--- src/hw/rtl/utxp_pkg.sv ---
// Package: shared types and constants for the parity UART transmitter.
package utxp_pkg;

  localparam int unsigned FifoDepth = 64;
  localparam int unsigned PtrW      = $clog2(FifoDepth);
  localparam int unsigned CntW      = $clog2(FifoDepth + 1);
  localparam int unsigned PeriodW   = 16;
  localparam int unsigned ModeW     = 2;
  localparam int unsigned CfgIdxW   = 1;

  localparam logic [PeriodW-1:0] BitPeriodRst = 16'd104;

  localparam logic [ModeW-1:0] ParNone = 2'd0;
  localparam logic [ModeW-1:0] ParOdd  = 2'd1;
  localparam logic [ModeW-1:0] ParEven = 2'd2;

  localparam logic [CfgIdxW-1:0] CfgBitPeriod = 1'b0;
  localparam logic [CfgIdxW-1:0] CfgParity    = 1'b1;

  typedef enum logic {
    ActTick  = 1'b0,
    ActWrite = 1'b1
  } action_e;

  typedef enum logic [1:0] {
    PhStart  = 2'd0,
    PhData   = 2'd1,
    PhParity = 2'd2,
    PhStop   = 2'd3
  } phase_e;

  typedef struct packed {
    action_e    action;
    logic [7:0] wdata;
  } in_item_t;

  typedef struct packed {
    logic            tx_line;
    logic            busy_res;
    logic [CntW-1:0] fifo_level;
    logic            overflow;
  } out_item_t;

  typedef struct packed {
    logic [CntW-1:0] count;
    logic [7:0]      head;
  } fifo_stat_t;

  typedef struct packed {
    logic tx_line;
    logic busy;
  } frame_stat_t;

endpackage

--- src/hw/rtl/utxp_ram.sv ---
// Generic single-port-write, single-port-read RAM with registered read data.
module utxp_ram #(
  parameter int unsigned Width = 8,
  parameter int unsigned Depth = 64
) (
  input  logic                     clk_i,
  input  logic                     we_i,
  input  logic [$clog2(Depth)-1:0] waddr_i,
  input  logic [Width-1:0]         wdata_i,
  input  logic [$clog2(Depth)-1:0] raddr_i,
  output logic [Width-1:0]         rdata_o
);

  logic [Width-1:0] mem [Depth];
  logic [Width-1:0] rdata_q;

  always_ff @(posedge clk_i) begin
    if (we_i) begin
      mem[waddr_i] <= wdata_i;
    end
    rdata_q <= mem[raddr_i];
  end

  assign rdata_o = rdata_q;

endmodule

--- src/hw/rtl/utxp_fifo.sv ---
// Transmit byte FIFO: pointers, fill count, RAM and write-to-head forwarding.
module utxp_fifo (
  input  logic                clk_i,
  input  logic                rst_ni,
  input  logic                push_i,
  input  logic [7:0]          wdata_i,
  input  logic                pop_i,
  output utxp_pkg::fifo_stat_t stat_o
);

  logic [utxp_pkg::PtrW-1:0] wr_ptr_q, wr_ptr_d;
  logic [utxp_pkg::PtrW-1:0] rd_ptr_q, rd_ptr_d;
  logic [utxp_pkg::CntW-1:0] count_q, count_d;
  logic                      fwd_valid_q, fwd_valid_d;
  logic [7:0]                fwd_data_q;
  logic [7:0]                ram_rdata;

  function automatic logic [utxp_pkg::PtrW-1:0] next_slot(logic [utxp_pkg::PtrW-1:0] p);
    logic [utxp_pkg::PtrW-1:0] r;
    if (p == utxp_pkg::PtrW'(utxp_pkg::FifoDepth - 1)) begin
      r = '0;
    end else begin
      r = p + 1'b1;
    end
    return r;
  endfunction

  always_comb begin
    wr_ptr_d    = push_i ? next_slot(wr_ptr_q) : wr_ptr_q;
    rd_ptr_d    = pop_i  ? next_slot(rd_ptr_q) : rd_ptr_q;
    count_d     = count_q + utxp_pkg::CntW'(push_i) - utxp_pkg::CntW'(pop_i);
    // the RAM read misses a write landing on the entry it reads this edge
    fwd_valid_d = push_i && (wr_ptr_q == rd_ptr_d);
  end

  always_ff @(posedge clk_i or negedge rst_ni) begin
    if (!rst_ni) begin
      wr_ptr_q    <= '0;
      rd_ptr_q    <= '0;
      count_q     <= '0;
      fwd_valid_q <= 1'b0;
    end else begin
      wr_ptr_q    <= wr_ptr_d;
      rd_ptr_q    <= rd_ptr_d;
      count_q     <= count_d;
      fwd_valid_q <= fwd_valid_d;
    end
  end

  always_ff @(posedge clk_i) begin
    fwd_data_q <= wdata_i;
  end

  utxp_ram #(
    .Width (8),
    .Depth (utxp_pkg::FifoDepth)
  ) u_ram (
    .clk_i   (clk_i),
    .we_i    (push_i),
    .waddr_i (wr_ptr_q),
    .wdata_i (wdata_i),
    .raddr_i (rd_ptr_d),
    .rdata_o (ram_rdata)
  );

  assign stat_o.count = count_q;
  assign stat_o.head  = fwd_valid_q ? fwd_data_q : ram_rdata;

  a_count_bound: assert property (@(posedge clk_i) disable iff (!rst_ni)
    count_q <= utxp_pkg::CntW'(utxp_pkg::FifoDepth))
    else $error("fifo count beyond depth");

  a_pop_nonempty: assert property (@(posedge clk_i) disable iff (!rst_ni)
    pop_i |-> (count_q != '0) && !push_i)
    else $error("pop from empty fifo or pop with push");

endmodule

--- src/hw/rtl/utxp_frame.sv ---
// Frame sequencer: bit-period divider, start/data/parity/stop shifting.
module utxp_frame (
  input  logic                          clk_i,
  input  logic                          rst_ni,
  input  logic                          tick_i,
  input  logic                          write_i,
  input  logic [utxp_pkg::PeriodW-1:0]  bit_period_i,
  input  logic [utxp_pkg::ModeW-1:0]    parity_mode_i,
  input  utxp_pkg::fifo_stat_t          fifo_i,
  output logic                          pop_o,
  output utxp_pkg::frame_stat_t         stat_o
);

  utxp_pkg::phase_e           phase_q, phase_d;
  logic [7:0]                 shift_q, shift_d;
  logic                       par_q, par_d;
  logic [2:0]                 idx_q, idx_d;
  logic [utxp_pkg::PeriodW-1:0] div_q, div_d;
  logic                       line_q, line_d;
  logic                       run_q, run_d;
  logic                       bit_end;
  logic                       fifo_empty;

  assign fifo_empty = (fifo_i.count == '0);
  assign bit_end    = ({1'b0, div_q} + 1'b1) >= {1'b0, bit_period_i};

  always_comb begin
    phase_d = phase_q;
    shift_d = shift_q;
    par_d   = par_q;
    idx_d   = idx_q;
    div_d   = div_q;
    line_d  = line_q;
    run_d   = run_q;
    pop_o   = 1'b0;
    if (write_i) begin
      run_d = 1'b1;
    end else if (tick_i && run_q) begin
      if (!bit_end) begin
        div_d = div_q + 1'b1;
      end else begin
        div_d = '0;
        unique case (phase_q)
          utxp_pkg::PhStart: begin
            if (fifo_empty) begin
              line_d = 1'b1;
              run_d  = 1'b0;
            end else begin
              pop_o   = 1'b1;
              line_d  = 1'b0;
              shift_d = fifo_i.head;
              par_d   = (parity_mode_i == utxp_pkg::ParEven) ? ^fifo_i.head
                                                             : ~^fifo_i.head;
              idx_d   = '0;
              phase_d = utxp_pkg::PhData;
            end
          end
          utxp_pkg::PhData: begin
            line_d  = shift_q[0];
            shift_d = {1'b0, shift_q[7:1]};
            idx_d   = idx_q + 1'b1;
            if (idx_q == 3'd7) begin
              phase_d = (parity_mode_i != utxp_pkg::ParNone) ? utxp_pkg::PhParity
                                                             : utxp_pkg::PhStop;
            end
          end
          utxp_pkg::PhParity: begin
            line_d  = par_q;
            phase_d = utxp_pkg::PhStop;
          end
          utxp_pkg::PhStop: begin
            line_d  = 1'b1;
            idx_d   = '0;
            phase_d = utxp_pkg::PhStart;
            if (fifo_empty) begin
              run_d = 1'b0;
            end
          end
          default: phase_d = utxp_pkg::PhStart;
        endcase
      end
    end
  end

  always_ff @(posedge clk_i or negedge rst_ni) begin
    if (!rst_ni) begin
      phase_q <= utxp_pkg::PhStart;
      idx_q   <= '0;
      div_q   <= '0;
      line_q  <= 1'b1;
      run_q   <= 1'b0;
      par_q   <= 1'b0;
    end else begin
      phase_q <= phase_d;
      idx_q   <= idx_d;
      div_q   <= div_d;
      line_q  <= line_d;
      run_q   <= run_d;
      par_q   <= par_d;
    end
  end

  always_ff @(posedge clk_i) begin
    shift_q <= shift_d;
  end

  assign stat_o.tx_line = line_d;
  assign stat_o.busy    = run_d;

  a_idle_high: assert property (@(posedge clk_i) disable iff (!rst_ni)
    !run_q |-> line_q)
    else $error("line low while idle");

  a_frame_runs: assert property (@(posedge clk_i) disable iff (!rst_ni)
    (phase_q != utxp_pkg::PhStart) |-> run_q)
    else $error("frame in flight while not running");

  a_div_below: assert property (@(posedge clk_i) disable iff (!rst_ni)
    (tick_i && run_q && !bit_end) |=> (div_q == $past(div_q) + 1'b1))
    else $error("divider did not advance");

endmodule

--- src/hw/rtl/uart_transmitter_with_parity.sv ---
// Top level: UART transmitter with parity, byte FIFO and result skid buffer.
//
//  channel | dir | handshake               | payload
//  --------+-----+-------------------------+-------------------------------
//  in      | in  | in_valid_i / in_stall_o | in_item_i  (action, wdata)
//  out     | out | out_valid_o / out_stall_i | out_item_o (tx_line, busy_res,
//          |     |                         |   fifo_level, overflow)
//  cfg     | in  | cfg_valid_i / cfg_ready_o | cfg_index_i, cfg_data_i
//
// One item per cycle while in_stall_o is low; its result is registered.
// FIFO head read from RAM is prefetched at the next read pointer, with forwarding
// of a write to the entry being read. No clearing pass: ready straight after reset.
// A two-entry output buffer lets input flow while a result waits; in_stall_o
// rises only once both entries are full.
module uart_transmitter_with_parity (
  input  logic                          clk_i,
  input  logic                          rst_ni,
  input  logic                          in_valid_i,
  output logic                          in_stall_o,
  input  utxp_pkg::in_item_t            in_item_i,
  output logic                          out_valid_o,
  input  logic                          out_stall_i,
  output utxp_pkg::out_item_t           out_item_o,
  input  logic                          cfg_valid_i,
  output logic                          cfg_ready_o,
  input  logic [utxp_pkg::CfgIdxW-1:0]  cfg_index_i,
  input  logic [utxp_pkg::PeriodW-1:0]  cfg_data_i
);

  logic [utxp_pkg::PeriodW-1:0] period_q;
  logic [utxp_pkg::ModeW-1:0]   mode_q;
  logic                         in_acc;
  logic                         is_write;
  logic                         full;
  logic                         push;
  logic                         pop;
  logic                         ovf;
  utxp_pkg::fifo_stat_t         fifo_stat;
  utxp_pkg::frame_stat_t        frame_stat;
  utxp_pkg::out_item_t          res;
  logic                         out_valid_q, skid_valid_q;
  utxp_pkg::out_item_t          out_q, skid_q;
  logic                         out_free;

  assign cfg_ready_o = 1'b1;

  always_ff @(posedge clk_i or negedge rst_ni) begin
    if (!rst_ni) begin
      period_q <= utxp_pkg::BitPeriodRst;
      mode_q   <= utxp_pkg::ParNone;
    end else if (cfg_valid_i) begin
      unique case (cfg_index_i)
        utxp_pkg::CfgBitPeriod: period_q <= cfg_data_i;
        utxp_pkg::CfgParity:    mode_q   <= cfg_data_i[utxp_pkg::ModeW-1:0];
        default: ;
      endcase
    end
  end

  assign in_stall_o = skid_valid_q;
  assign in_acc     = in_valid_i && !skid_valid_q;
  assign is_write   = in_acc && (in_item_i.action == utxp_pkg::ActWrite);
  assign full       = (fifo_stat.count == utxp_pkg::CntW'(utxp_pkg::FifoDepth));
  assign push       = is_write && !full;
  assign ovf        = is_write && full;

  utxp_fifo u_fifo (
    .clk_i   (clk_i),
    .rst_ni  (rst_ni),
    .push_i  (push),
    .wdata_i (in_item_i.wdata),
    .pop_i   (pop),
    .stat_o  (fifo_stat)
  );

  utxp_frame u_frame (
    .clk_i         (clk_i),
    .rst_ni        (rst_ni),
    .tick_i        (in_acc && (in_item_i.action == utxp_pkg::ActTick)),
    .write_i       (is_write),
    .bit_period_i  (period_q),
    .parity_mode_i (mode_q),
    .fifo_i        (fifo_stat),
    .pop_o         (pop),
    .stat_o        (frame_stat)
  );

  always_comb begin
    res.tx_line    = frame_stat.tx_line;
    res.busy_res   = frame_stat.busy;
    res.fifo_level = fifo_stat.count + utxp_pkg::CntW'(push) - utxp_pkg::CntW'(pop);
    res.overflow   = ovf;
  end

  assign out_free = !out_valid_q || !out_stall_i;

  always_ff @(posedge clk_i or negedge rst_ni) begin
    if (!rst_ni) begin
      out_valid_q  <= 1'b0;
      skid_valid_q <= 1'b0;
    end else if (out_free) begin
      if (skid_valid_q) begin
        out_valid_q  <= 1'b1;
        skid_valid_q <= 1'b0;
      end else begin
        out_valid_q <= in_acc;
      end
    end else if (in_acc) begin
      skid_valid_q <= 1'b1;
    end
  end

  always_ff @(posedge clk_i) begin
    if (out_free) begin
      out_q <= skid_valid_q ? skid_q : res;
    end
    if (!skid_valid_q) begin
      skid_q <= res;
    end
  end

  assign out_valid_o = out_valid_q;
  assign out_item_o  = out_q;

  a_skid_behind_out: assert property (@(posedge clk_i) disable iff (!rst_ni)
    skid_valid_q |-> out_valid_q)
    else $error("skid entry without output entry");

endmodule
--- config.mk ---
export PLATFORM = sky130hd
export DESIGN_NAME = uart_transmitter_with_parity
export DESIGN_NICKNAME = d
export VERILOG_FILES = /design/src/hw/rtl/utxp_pkg.sv /design/src/hw/rtl/utxp_ram.sv /design/src/hw/rtl/utxp_fifo.sv /design/src/hw/rtl/utxp_frame.sv /design/src/hw/rtl/uart_transmitter_with_parity.sv
export SDC_FILE = /design/constraint.sdc
export NUM_CORES = 1
export LEC_CHECK = 0
export BUFFER_PORTS_ARGS = -buffer_cell sky130_fd_sc_hd__buf_4
export CORE_ASPECT_RATIO = 1.1
export CORE_UTILIZATION = 57
export DETAILED_ROUTE_END_ITERATION = 8
export PLACE_DENSITY_LB_ADDON = 0.15
export SLEW_MARGIN = 20
export SYNTH_ARGS = -nofsm -noshare
export SYNTH_HDL_FRONTEND = slang
export SYNTH_HIERARCHICAL = 1
export SYNTH_SLANG_ARGS = --single-unit
--- constraint.sdc ---
create_clock -name clk_i -period 4.4 [get_ports clk_i]
set_input_delay 0.44 -clock clk_i [delete_from_list [all_inputs] [get_ports clk_i]]
set_output_delay 0.44 -clock clk_i [all_outputs]
set_load 0.01 [all_outputs]
==> results of run 1 <==
==> cell usage in the layout, fill, tap and decap left out, drive strengths merged, types with 6 or more instances in the layout <==
| cell | instances |
|---|---|
| clkinv | 18 |
| a22o | 10 |
| mux2 | 59 |
| a21oi | 23 |
| clkbuf | 75 |
| nand3 | 27 |
| mux4 | 126 |
| o21ai | 23 |
| dfxtp | 26 |
| edfxtp | 530 |
| buf | 190 |
| a211oi | 6 |
| a221oi | 6 |
| o22ai | 8 |
| nand4 | 9 |
| xor2 | 12 |
| xnor2 | 30 |
| nor2b | 22 |
| nor2 | 113 |
| nand2 | 62 |
| bufinv | 16 |
| nand2b | 12 |
| dfrtp | 60 |
| mux2i | 26 |
| nor3 | 13 |
| inv | 46 |
| o221ai | 10 |
| ha | 42 |
==> layer usage <==
layer  vias up  wire length, um  GRT usage (%)  share of wire (%)
met5         -                0              0                  0
met4         0             2000           9.51                3.5
met3       115             4260           5.84                7.4
met2       491            29000           42.7                 51
met1      7164            22100           33.5                 39
li1       6084                -              -                  -
==> flip-flops by register name, summed over array words and instances (netlist names), 6 cells and up <==
| signal | cells |
|---|---|
| out_item_o | 10 |
| period_q | 16 |
| skid_q | 10 |
| u_fifo/count_q | 7 |
| u_fifo/fwd_data_q | 8 |
| u_fifo/rd_ptr_q | 6 |
| u_fifo/u_ram/mem | 512 |
| u_fifo/u_ram/rdata_o | 8 |
| u_fifo/wr_ptr_q | 6 |
| u_frame/div_q | 16 |
| u_frame/shift_q | 8 |
==> per-stage QoR <==
stage	setup WS (ns)	setup TNS, ns	total power [uW]
finish	-0.226	-1.72	17200
global route	-0.496	-5.53	17800
CTS	-0.176	-1.36	17200
detailed placement	-0.361	-2.57	11300
global placement	-0.228	-1.69	11200
floorplan	-0.106	-0.663	9970
==> critical path, delay by kind of cell (launching register included) <==
family	cells	cell delay (ns)
xor gates and xnor gates	2	0.34
muxes	1	0.49
buffers and inverters	3	0.66
DFF	1	0.42
adders and majority gates	1	0.30
and+or+nand+nor	10	1.62
AOI/OAI and AO/OA	4	0.69
==> cell type report <==
cell class                 count  area, um2  area share [%]
clock inverter                36        579            1.90
timing repair buffer         192       1770            5.82
clock buffer                  75       1600            5.26
tap                          581        727            2.39
multi-input combinational    715       7520            24.7
sequential                   620      18000            59.3
inverter                      46        173           0.568
==> cells by family (layout without fill, tap and decap cells) <==
family                   after synthesis  in the layout
AO/OA/AOI/OAI                        131            131
XOR/XNOR                              42             42
adder cells (fa/ha/maj)               44             44
buffers and inverters                111            349
flip-flops                           620            620
multiplexers                         210            211
other                                  1              1
AND/OR/NAND/NOR                      286            286
==> worst paths after layout <==
path                                  start                       to  slack (ns)
max reg2reg                u_frame/div_q[3]  u_fifo/u_ram/rdata_o[5]       -0.23
min in group asynchronous            rst_ni        u_fifo/count_q[6]        0.46
min reg2reg                       skid_q[5]                skid_q[5]        0.47
min                              in_valid_i              out_valid_o        0.06
max                        u_frame/div_q[3]  u_fifo/u_ram/rdata_o[5]       -0.23
max in group asynchronous            rst_ni         u_frame/div_q[2]        3.28
==> timing repair <==
action	CTS	global route
pin swaps	10	21
cloned	5	0
endpoints found under the setup margin	11	20
setup buffers	16	4
hold endpoints to repair	60	0
gates resized for setup	47	28
hold buffers	1	0
==> report_power, final <==
group	total (uW)	leakage, uW	internal (uW)	switching (uW)
sequential	7090	0.00578	6760	331
clock	5630	0.00107	3500	2130
combinational	4430	0.00358	2350	2080
==> results.yml, run 1 <==
status:
  status: "complete, but fails checks"
  failed_checks: "negative setup slack"
finish:
  post_route_standard_cell_area_excluding_fillers_um2: 30400
  finished_core_util_pct: 68.4
  area_growth_pct: 18.4
  fillCellCount: 2848
  post_layout_nonfiller_instances: 2265
  nets: 1710
  diodes: 0
  layout-drive-gt1-share_pct: 33.1
synthesis:
  synth_fa_ha_area_share_pct: 2.20
  mappedNetlistNets: 1520
  synth_commonest_cells: "sky130_fd_sc_hd__edfxtp_1 (530), sky130_fd_sc_hd__mux4_2 (126), sky130_fd_sc_hd__nor2_1 (110)"
  synthArstFlopShare_pct: 10.3
  yosys_warnings: 6
  synth-compound-area-share_pct: 3.78
  synth_seq_cells: 620
  synth_xor_area_share_pct: 1.43
  synth_cell_types: 79
  synthCells: 1445
  synth_largest_area_cell: "sky130_fd_sc_hd__edfxtp_1"
  most_instantiated_library_cell_after_synthesis: "sky130_fd_sc_hd__edfxtp_1"
  post-synth-top-area-fraction_pct: 62.0
  synth_top_family_by_area: "multiplexers"
  share_of_synthesized_area_spent_on_multiplexers_pct: 14.6
  post_synth_and_or_nand_nor_area_fraction_pct: 5.49
  synth-edff-count: 530
  synth.cell_area_um2: 25700
  synthesis.area_per_instance_um2: 17.8
  seq_area_frac_synth_pct: 70.3
  ys.flop_type: "sky130_fd_sc_hd__edfxtp_1"
  yosys-top-cells-area: "sky130_fd_sc_hd__edfxtp_1 (62%), sky130_fd_sc_hd__mux4_2 (11%), sky130_fd_sc_hd__dfrtp_1 (5.8%), sky130_fd_sc_hd__mux2_2 (2.4%), sky130_fd_sc_hd__ha_1 (2.0%)"
route:
  drt_pass_1_iters: 5
  postRouteAntennaNets: 0
  wirelength_um: 57300
  first_iter_violations: 1216
  route.vias.total: 13854
  detail_route.drc_violations: 0
  route.detailed.vias_per_inst: 6.12
  detail_route.wl_per_cell_um: 25.3
critical_path:
  critPathLaunchType: "register"
  critical_path_required_ns: 4.90
  criticalPathCategory: "register to register"
  critical_path.slowest_cell: "sky130_fd_sc_hd__mux4_2"
  setup.worst_path.end_class: "register"
  critPathArrivalTime_ns: 5.12
  timing.critical_path.fanout_max: 6
  cpMostUsedCell: "sky130_fd_sc_hd__nor2_4"
  critical-path-max-stage-delay_ns: 0.49
  worst_r2r_path_depth: 21
  cp_cell_sequence: "nand2_2, nor2_4, nand3_2, nor2_4, nand4_1, xnor2_2, ha_1, nand4_1, o221ai_2, a32oi_2, nand3_2, nor3b_4, xnor2_2, nor2_4, buf_12, bufbuf_16, mux4_2, nor2b_1, a2111oi_4, buf_4, o41ai_1"
floorplan:
  initial_utilization_pct: 57.7
  fp.dieArea_um2: 45900
  fp.dieH_um: 225
  fp.coreArea_um2: 44500
  placementRows: 81
  floorplan.die.width_um: 204
  i_o_pin_count: 44
sta:
  slew_violations: 0
  achievable-frequency_mhz: 216
  final.setup.worst_slack_ns: -0.226
  report.final.setup_viol: 10
  final_hold_vios: 0
  max_slew.worst_pin.slew_ns: 1.04
  skew_ns: 0.0115
  layout_min_cycle_time_ns: 4.63
  max-slew-margin-rel_pct: 30.4
  min_period_over_period_pct: 105
  rsz0062_at_grt: "yes"
  fin_worst_hold_slack_ns: 0.0584
place:
  dpl.cell_count: 2133
  final_wtd_congestion: 0.902
  placed_cell_area_um2: 27600
  dp_hpwl_um: 35700
  place.port_buffers: 42
global_route:
  overflow: 0
  track_usage_pct: 25.8
  first_global_vias: 14190
  grt_max_degree: 66
  antenna_found_initial: 0
  grt_first_pass_wirelength_um: 85900
clock_tree:
  htree_num_levels: 2
  clock_sink_count: 620
  tritoncts: "yes"
  path_clk_slew_ns: 0.06
  tritoncts_buffers: 60
  insertion_delay_ns: 0.61
  ctsLongestPathBuffers: 3
  root_buffer_cell: "sky130_fd_sc_hd__clkbuf_16"
power_and_ir_drop:
  power.leakage_uw: 0.0104
  power.density_cell_area_nw_per_um2: 564
  ir_worst_vdd_mv: 0.428
worst_hold_path:
  timing.hold.worst.class: "input pin to register"
  holdPathStages: 3
job:
  cap_viol_max_count: 0
No activity file was read; power rests on OpenSTA's default activity.
==> run 2: changes to the inputs <==
--- a/config.mk
+++ b/config.mk
@@ -6,10 +6,14 @@
 export NUM_CORES = 1
 export LEC_CHECK = 0
 export BUFFER_PORTS_ARGS = -buffer_cell sky130_fd_sc_hd__buf_4
+export CAP_MARGIN = 20
+export CELL_PAD_IN_SITES_DETAIL_PLACEMENT = 1
+export CELL_PAD_IN_SITES_GLOBAL_PLACEMENT = 2
 export CORE_ASPECT_RATIO = 1.1
-export CORE_UTILIZATION = 57
+export CORE_UTILIZATION = 44
 export DETAILED_ROUTE_END_ITERATION = 8
 export PLACE_DENSITY_LB_ADDON = 0.15
+export SKIP_LAST_GASP = 1
 export SLEW_MARGIN = 20
 export SYNTH_ARGS = -nofsm -noshare
 export SYNTH_HDL_FRONTEND = slang
==> results.yml, run 2 (synthesis gave the netlist of run 1 again) <==
critical_path:
  r2r-end: "u_fifo/u_ram/rdata_o[0]"
  critPathLaunchType: "register"
  setup.worst_path.end_class: "register"
  setup.reg_to_reg.worst_slack_ns: -0.35
  criticalPathCategory: "register to register"
  timing.critical_path.fanout_max: 6
  reg2reg_from: "u_frame/div_q[1]"
  critical_path_required_ns: 4.89
  critPathArrivalTime_ns: 5.24
  worst_r2r_path_depth: 24
worst_hold_path:
  hold_path_end: "out_valid_o"
  timing.hold.worst.class: "input pin to register"
  worstHoldStart: "in_valid_i"
  holdPathStages: 3
global_route:
  overflow: 0
  antenna_found_initial: 0
  first_global_vias: 14838
  track_usage_pct: 21.8
  grt_first_pass_wirelength_um: 94900
  grt_max_degree: 66
finish:
  combined_area_of_the_multi_input_logic_cells_um2: 7530
  seq_area_um2: 18000
  fillCellCount: 5239
  area_growth_pct: 20.9
  layout-drive-gt1-share_pct: 34.2
  reg_top3: "u_fifo/u_ram/mem x512, period_q x16, u_frame/div_q x16"
  most_used_cells_in_the_layout_excluding_fill_and_tap_cells: "sky130_fd_sc_hd__edfxtp_1 (530), sky130_fd_sc_hd__buf_4 (197), sky130_fd_sc_hd__mux4_2 (126)"
  most_common_cell_after_layout_fill_and_taps_aside: "sky130_fd_sc_hd__edfxtp_1"
  post_route_standard_cell_area_excluding_fillers_um2: 31100
  largest_register_ff_count: 512
  nets: 1763
  registers.top_by_ff_count: "u_fifo/u_ram/mem"
  finished_core_util_pct: 54.1
sta:
  achievable-frequency_mhz: 210
  final_hold_vios: 0
  rsz0062_at_grt: "yes"
  max_slew.worst_pin.slew_ns: 1.10
  min_period_over_period_pct: 108
  report.final.setup_viol: 10
  final.setup.worst_slack_ns: -0.353
  max-slew-margin-rel_pct: 26.6
  layout_min_cycle_time_ns: 4.75
  slew_violations: 0
  skew_ns: 0.0185
  fin_worst_hold_slack_ns: 0.0658
clock_tree:
  ctsLongestPathBuffers: 3
  tritoncts: "yes"
  path_clk_slew_ns: 0.06
  insertion_delay_ns: 0.60
  htree_num_levels: 3
  tritoncts_buffers: 67
  root_buffer_cell: "sky130_fd_sc_hd__clkbuf_16"
  clock_sink_count: 620
place:
  final_wtd_congestion: 0.796
  dp_hpwl_um: 40500
  placed_cell_area_um2: 28100
  place.port_buffers: 42
power_and_ir_drop:
  power.leakage_uw: 0.0107
  ir_worst_vdd_mv: 0.453
  power.density_cell_area_nw_per_um2: 554
floorplan:
  fp.dieH_um: 255
  fp.dieArea_um2: 59300
  floorplan.die.width_um: 232
  placementRows: 92
  initial_utilization_pct: 44.7
  fp.coreArea_um2: 57400
  i_o_pin_count: 44
status:
  failed_checks: "negative setup slack"
  status: "complete, but fails checks"
route:
  route.detailed.vias_per_inst: 5.60
  postRouteAntennaNets: 0
  detail_route.drc_violations: 0
  drt_pass_1_iters: 5
  wirelength_um: 64100
  first_iter_violations: 946
  route.vias.total: 13953
  detail_route.wl_per_cell_um: 25.7
job:
  cap_viol_max_count: 0
==> run 2: layer usage <==
metal  vias to the layer above  GRT usage [%]  wire, um
met5                         -              0         0
met4                         0           5.85      1260
met3                        85           3.52      3100
met2                       334           37.0     33000
met1                      7352           29.0     26700
li1                       6182              -         -
==> run 2: through the flow <==
| stage | TNS [ns] | setup slack (ns) | total power [uW] | instances |
|---|---|---|---|---|
| 6_report | -2.71 | -0.353 | 17200 | 2491 |
| 5_1_grt | -5.78 | -0.521 | 17900 | 2490 |
| 4_1_cts | -3.31 | -0.344 | 17100 | 2469 |
| 3_5_place_dp | -4.05 | -0.505 | 11400 | 2335 |
| 3_3_place_gp | -2.85 | -0.409 | 11300 | 2335 |
| 2_1_floorplan | -0.663 | -0.106 | 9970 | 1445 |
==> run 2: worst max path at each step <==
stage                           from                      end  cells past startpoint
global route        u_frame/div_q[1]  u_fifo/u_ram/rdata_o[0]                     24
CTS                 u_frame/div_q[1]  u_fifo/u_ram/rdata_o[1]                     23
global placement    u_frame/div_q[4]  u_fifo/u_ram/rdata_o[2]                     21
finish              u_frame/div_q[1]  u_fifo/u_ram/rdata_o[0]                     24
floorplan           u_frame/div_q[0]  u_fifo/u_ram/rdata_o[7]                     22
detailed placement  u_frame/div_q[1]  u_fifo/u_ram/rdata_o[7]                     21
==> run 2: cell type report <==
cell class                      count  share of cell area, %
Sequential cell                   620                   58.1
Multi-Input combinational cell    714                   24.3
Timing Repair Buffer              239                   7.36
Clock buffer                       84                   5.88
Tap cell                          752                   3.03
Clock inverter                     35                  0.798
Inverter                           46                  0.556
Antenna cell                        1                0.00806
==> run 2: what timing repair did <==
item,in CTS,in global routing
endpoints found under the hold margin,8,0
pin swaps,27,26
setup endpoints to repair,14,23
setup buffers,12,18
hold buffers,1,0
resized for setup,46,48
cloned,3,4
==> run 2: power by group <==
part	internal (uW)	total, uW	switching, uW	leakage [uW]
Clock	3120	5370	2260	0.00102
Sequential	6770	7080	314	0.00578
Combinational	2530	4740	2210	0.00390
==> run 2: critical path, stage by stage (launching register included) <==
cell	delay (ns)
sky130_fd_sc_hd__dfrtp_1	0.40
sky130_fd_sc_hd__buf_6	0.13
sky130_fd_sc_hd__nand3_4	0.08
sky130_fd_sc_hd__nor2_4	0.12
sky130_fd_sc_hd__nand3_4	0.09
sky130_fd_sc_hd__nor2_4	0.14
sky130_fd_sc_hd__nand4_1	0.14
sky130_fd_sc_hd__xnor2_1	0.22
sky130_fd_sc_hd__ha_1	0.28
sky130_fd_sc_hd__nand4_1	0.17
sky130_fd_sc_hd__o221ai_2	0.13
sky130_fd_sc_hd__a32oi_2	0.22
sky130_fd_sc_hd__nand3_2	0.12
sky130_fd_sc_hd__nor3b_4	0.17
sky130_fd_sc_hd__buf_6	0.14
sky130_fd_sc_hd__xnor2_2	0.15
sky130_fd_sc_hd__nor2_4	0.12
sky130_fd_sc_hd__buf_12	0.17
sky130_fd_sc_hd__buf_16	0.16
sky130_fd_sc_hd__clkbuf_16	0.15
sky130_fd_sc_hd__mux4_2	0.50
sky130_fd_sc_hd__mux4_2	0.53
sky130_fd_sc_hd__nor2_2	0.12
sky130_fd_sc_hd__nor3_1	0.06
sky130_fd_sc_hd__o2bb2ai_1	0.12
==> run 3: changes to the inputs <==
--- a/config.mk
+++ b/config.mk
@@ -10,7 +10,8 @@
 export CELL_PAD_IN_SITES_DETAIL_PLACEMENT = 1
 export CELL_PAD_IN_SITES_GLOBAL_PLACEMENT = 2
 export CORE_ASPECT_RATIO = 1.1
-export CORE_UTILIZATION = 44
+export CORE_UTILIZATION = 45
+export CTS_BUF_LIST = sky130_fd_sc_hd__clkbuf_8
 export DETAILED_ROUTE_END_ITERATION = 8
 export PLACE_DENSITY_LB_ADDON = 0.15
 export SKIP_LAST_GASP = 1
==> results.yml, run 3 (synthesis gave the netlist of run 1 again) <==
status:
  status: "complete, but fails checks"
  failed_checks: "negative setup slack"
sta:
  layout_min_cycle_time_ns: 4.75
  rsz0062_at_grt: "yes"
  slew_violations: 0
  final.setup.worst_slack_ns: -0.348
  final_hold_vios: 0
  max-slew-margin-rel_pct: 30.9
  min_period_over_period_pct: 108
  skew_ns: 0.0383
  fin_worst_hold_slack_ns: 0.131
  achievable-frequency_mhz: 211
  report.final.setup_viol: 10
  max_slew.worst_pin.slew_ns: 1.03
global_route:
  grt_first_pass_wirelength_um: 95900
  antenna_found_initial: 2
  first_global_vias: 15504
  track_usage_pct: 22.4
  overflow: 0
  grt_max_degree: 66
finish:
  post_layout_nonfiller_instances: 2546
  fillCellCount: 5146
  post_route_standard_cell_area_excluding_fillers_um2: 30800
  most_used_cells_in_the_layout_excluding_fill_and_tap_cells: "sky130_fd_sc_hd__edfxtp_1 (530), sky130_fd_sc_hd__buf_4 (181), sky130_fd_sc_hd__mux4_2 (126)"
  largest_register_ff_count: 512
  area_growth_pct: 20.1
  nets: 1791
  most_common_cell_after_layout_fill_and_taps_aside: "sky130_fd_sc_hd__edfxtp_1"
  layout-drive-gt1-share_pct: 34.1
  registers.top_by_ff_count: "u_fifo/u_ram/mem"
  reg_top3: "u_fifo/u_ram/mem x512, period_q x16, u_frame/div_q x16"
place:
  final_wtd_congestion: 0.794
  placed_cell_area_um2: 27900
  place.port_buffers: 42
  dp_hpwl_um: 39600
  pre_cts_ws_ns: -0.690
  dpl.cell_count: 2304
floorplan:
  i_o_pin_count: 44
  floorplan.die.width_um: 230
  initial_utilization_pct: 45.7
  fp.dieH_um: 253
  placementRows: 91
  fp.dieArea_um2: 58000
  fp.coreArea_um2: 56200
critical_path:
  critPathArrivalTime_ns: 5.30
  criticalPathCategory: "register to register"
  setup.worst_path.end_class: "register"
  critical_path_required_ns: 4.95
  timing.critical_path.fanout_max: 5
  critPathLaunchType: "register"
job:
  cap_viol_max_count: 0
power_and_ir_drop:
  power.share.sequential_pct: 43.1
  cellInternalPower_uw: 11700
  power.density_cell_area_nw_per_um2: 534
  net_switching_uw: 4750
  power.share.combinational_pct: 27.6
  ir_worst_vdd_mv: 0.314
  power.switching_fraction_pct: 28.9
  power.leakage_uw: 0.0107
  clock_network_fraction_of_design_power_pct: 29.3
  total_power_uw: 16500
clock_tree:
  tritoncts: "yes"
  tritoncts_buffers: 103
  ctsLongestPathBuffers: 3
  root_buffer_cell: "sky130_fd_sc_hd__clkbuf_8"
  path_clk_slew_ns: 0.06
  insertion_delay_ns: 0.69
  clock_sink_count: 620
  htree_num_levels: 3
route:
  postRouteAntennaNets: 0
  first_iter_violations: 1124
  drt_pass_1_iters: 5
  detail_route.drc_violations: 0
  wirelength_um: 63800
  route.detailed.vias_per_inst: 5.60
  route.vias.total: 14270
  detail_route.wl_per_cell_um: 25.1
worst_hold_path:
  timing.hold.worst.class: "input pin to register"
## run 3: power by group through the flow
stage,Combinational [uW],Sequential [uW],Clock [uW]
after global placement,3940,7200,0
after floorplan,2900,7070,0
after detailed placement,4010,7210,0
final,4530,7090,4820
after CTS,4430,7090,4980
after global routing,4900,7140,5190
## run 3: final timing paths
kind | startpoint | to | slack, ns | cells after the start
worst min-delay path | cfg_valid_i | mode_q[1] | 0.13 | 3
worst max register to register | u_frame/div_q[0] | u_fifo/u_ram/rdata_o[4] | -0.35 | 23
max in group asynchronous | rst_ni | u_frame/div_q[2] | 3.34 | 2
worst max-delay path | u_frame/div_q[0] | u_fifo/u_ram/rdata_o[4] | -0.35 | 23
worst min register to register | skid_q[6] | skid_q[6] | 0.47 | 1
min in group asynchronous | rst_ni | u_fifo/count_q[6] | 0.42 | 2
## run 3: timing repair
item | 4_1_cts | 5_1_grt
gates resized for setup | 48 | 31
hold buffers | 18 | 0
gates cloned | 3 | 1
endpoints found under the setup margin | 15 | 22
buffers inserted | 27 | 6
endpoints found under the hold margin | 80 | 0
pin swaps | 22 | 22
## run 3: area by class of cell
class                      count  area, um2  area share [%]
sequential                   620      18000            58.5
multi-input combinational    714       7550            24.5
timing repair buffer         231       2170            7.05
clock buffer                 113       1560            5.04
tap                          744        931            3.02
clock inverter                77        405            1.31
inverter                      46        173           0.560
antenna                        1       2.50         0.00812
## run 3: critical path, cell delays in order (launching register included)
cell                       delay [ns]
sky130_fd_sc_hd__dfrtp_1         0.42
sky130_fd_sc_hd__ha_4            0.17
sky130_fd_sc_hd__nand3_4         0.07
sky130_fd_sc_hd__nor2_4          0.12
sky130_fd_sc_hd__nand3_4         0.12
sky130_fd_sc_hd__nor3_4          0.15
sky130_fd_sc_hd__xor2_1          0.21
sky130_fd_sc_hd__ha_1            0.30
sky130_fd_sc_hd__nand4_1         0.19
sky130_fd_sc_hd__o221ai_2        0.14
sky130_fd_sc_hd__a32oi_2         0.21
sky130_fd_sc_hd__nand3_2         0.16
sky130_fd_sc_hd__nor3b_4         0.20
sky130_fd_sc_hd__buf_12          0.14
sky130_fd_sc_hd__nand3_4         0.09
sky130_fd_sc_hd__nor2_4          0.05
sky130_fd_sc_hd__nor2_4          0.16
sky130_fd_sc_hd__buf_12          0.17
sky130_fd_sc_hd__buf_12          0.12
sky130_fd_sc_hd__mux4_2          0.51
sky130_fd_sc_hd__mux2_4          0.29
sky130_fd_sc_hd__o221a_4         0.27
sky130_fd_sc_hd__nor3_4          0.20
sky130_fd_sc_hd__o32ai_2         0.13
## run 3: through the flow
| stage | util [%] | TNS [ns] |
|---|---|---|
| 2_1_floorplan | - | -0.663 |
| 3_3_place_gp | 49.6 | -3.14 |
| 3_5_place_dp | 49.6 | -4.38 |
| 4_1_cts | 54.4 | -2.88 |
| 5_1_grt | 54.8 | -6.01 |
| 6_report | 54.8 | -2.79 |
## run 3: per-layer routing
metal / track usage, % / routed length (um) / vias to the layer above
met5: 0 / 0 / -
met4: 8.31 / 1680 / 0
met3: 4.29 / 3610 / 97
met2: 37.5 / 31800 / 406
met1: 29.1 / 26700 / 7519
li1: - / - / 6248
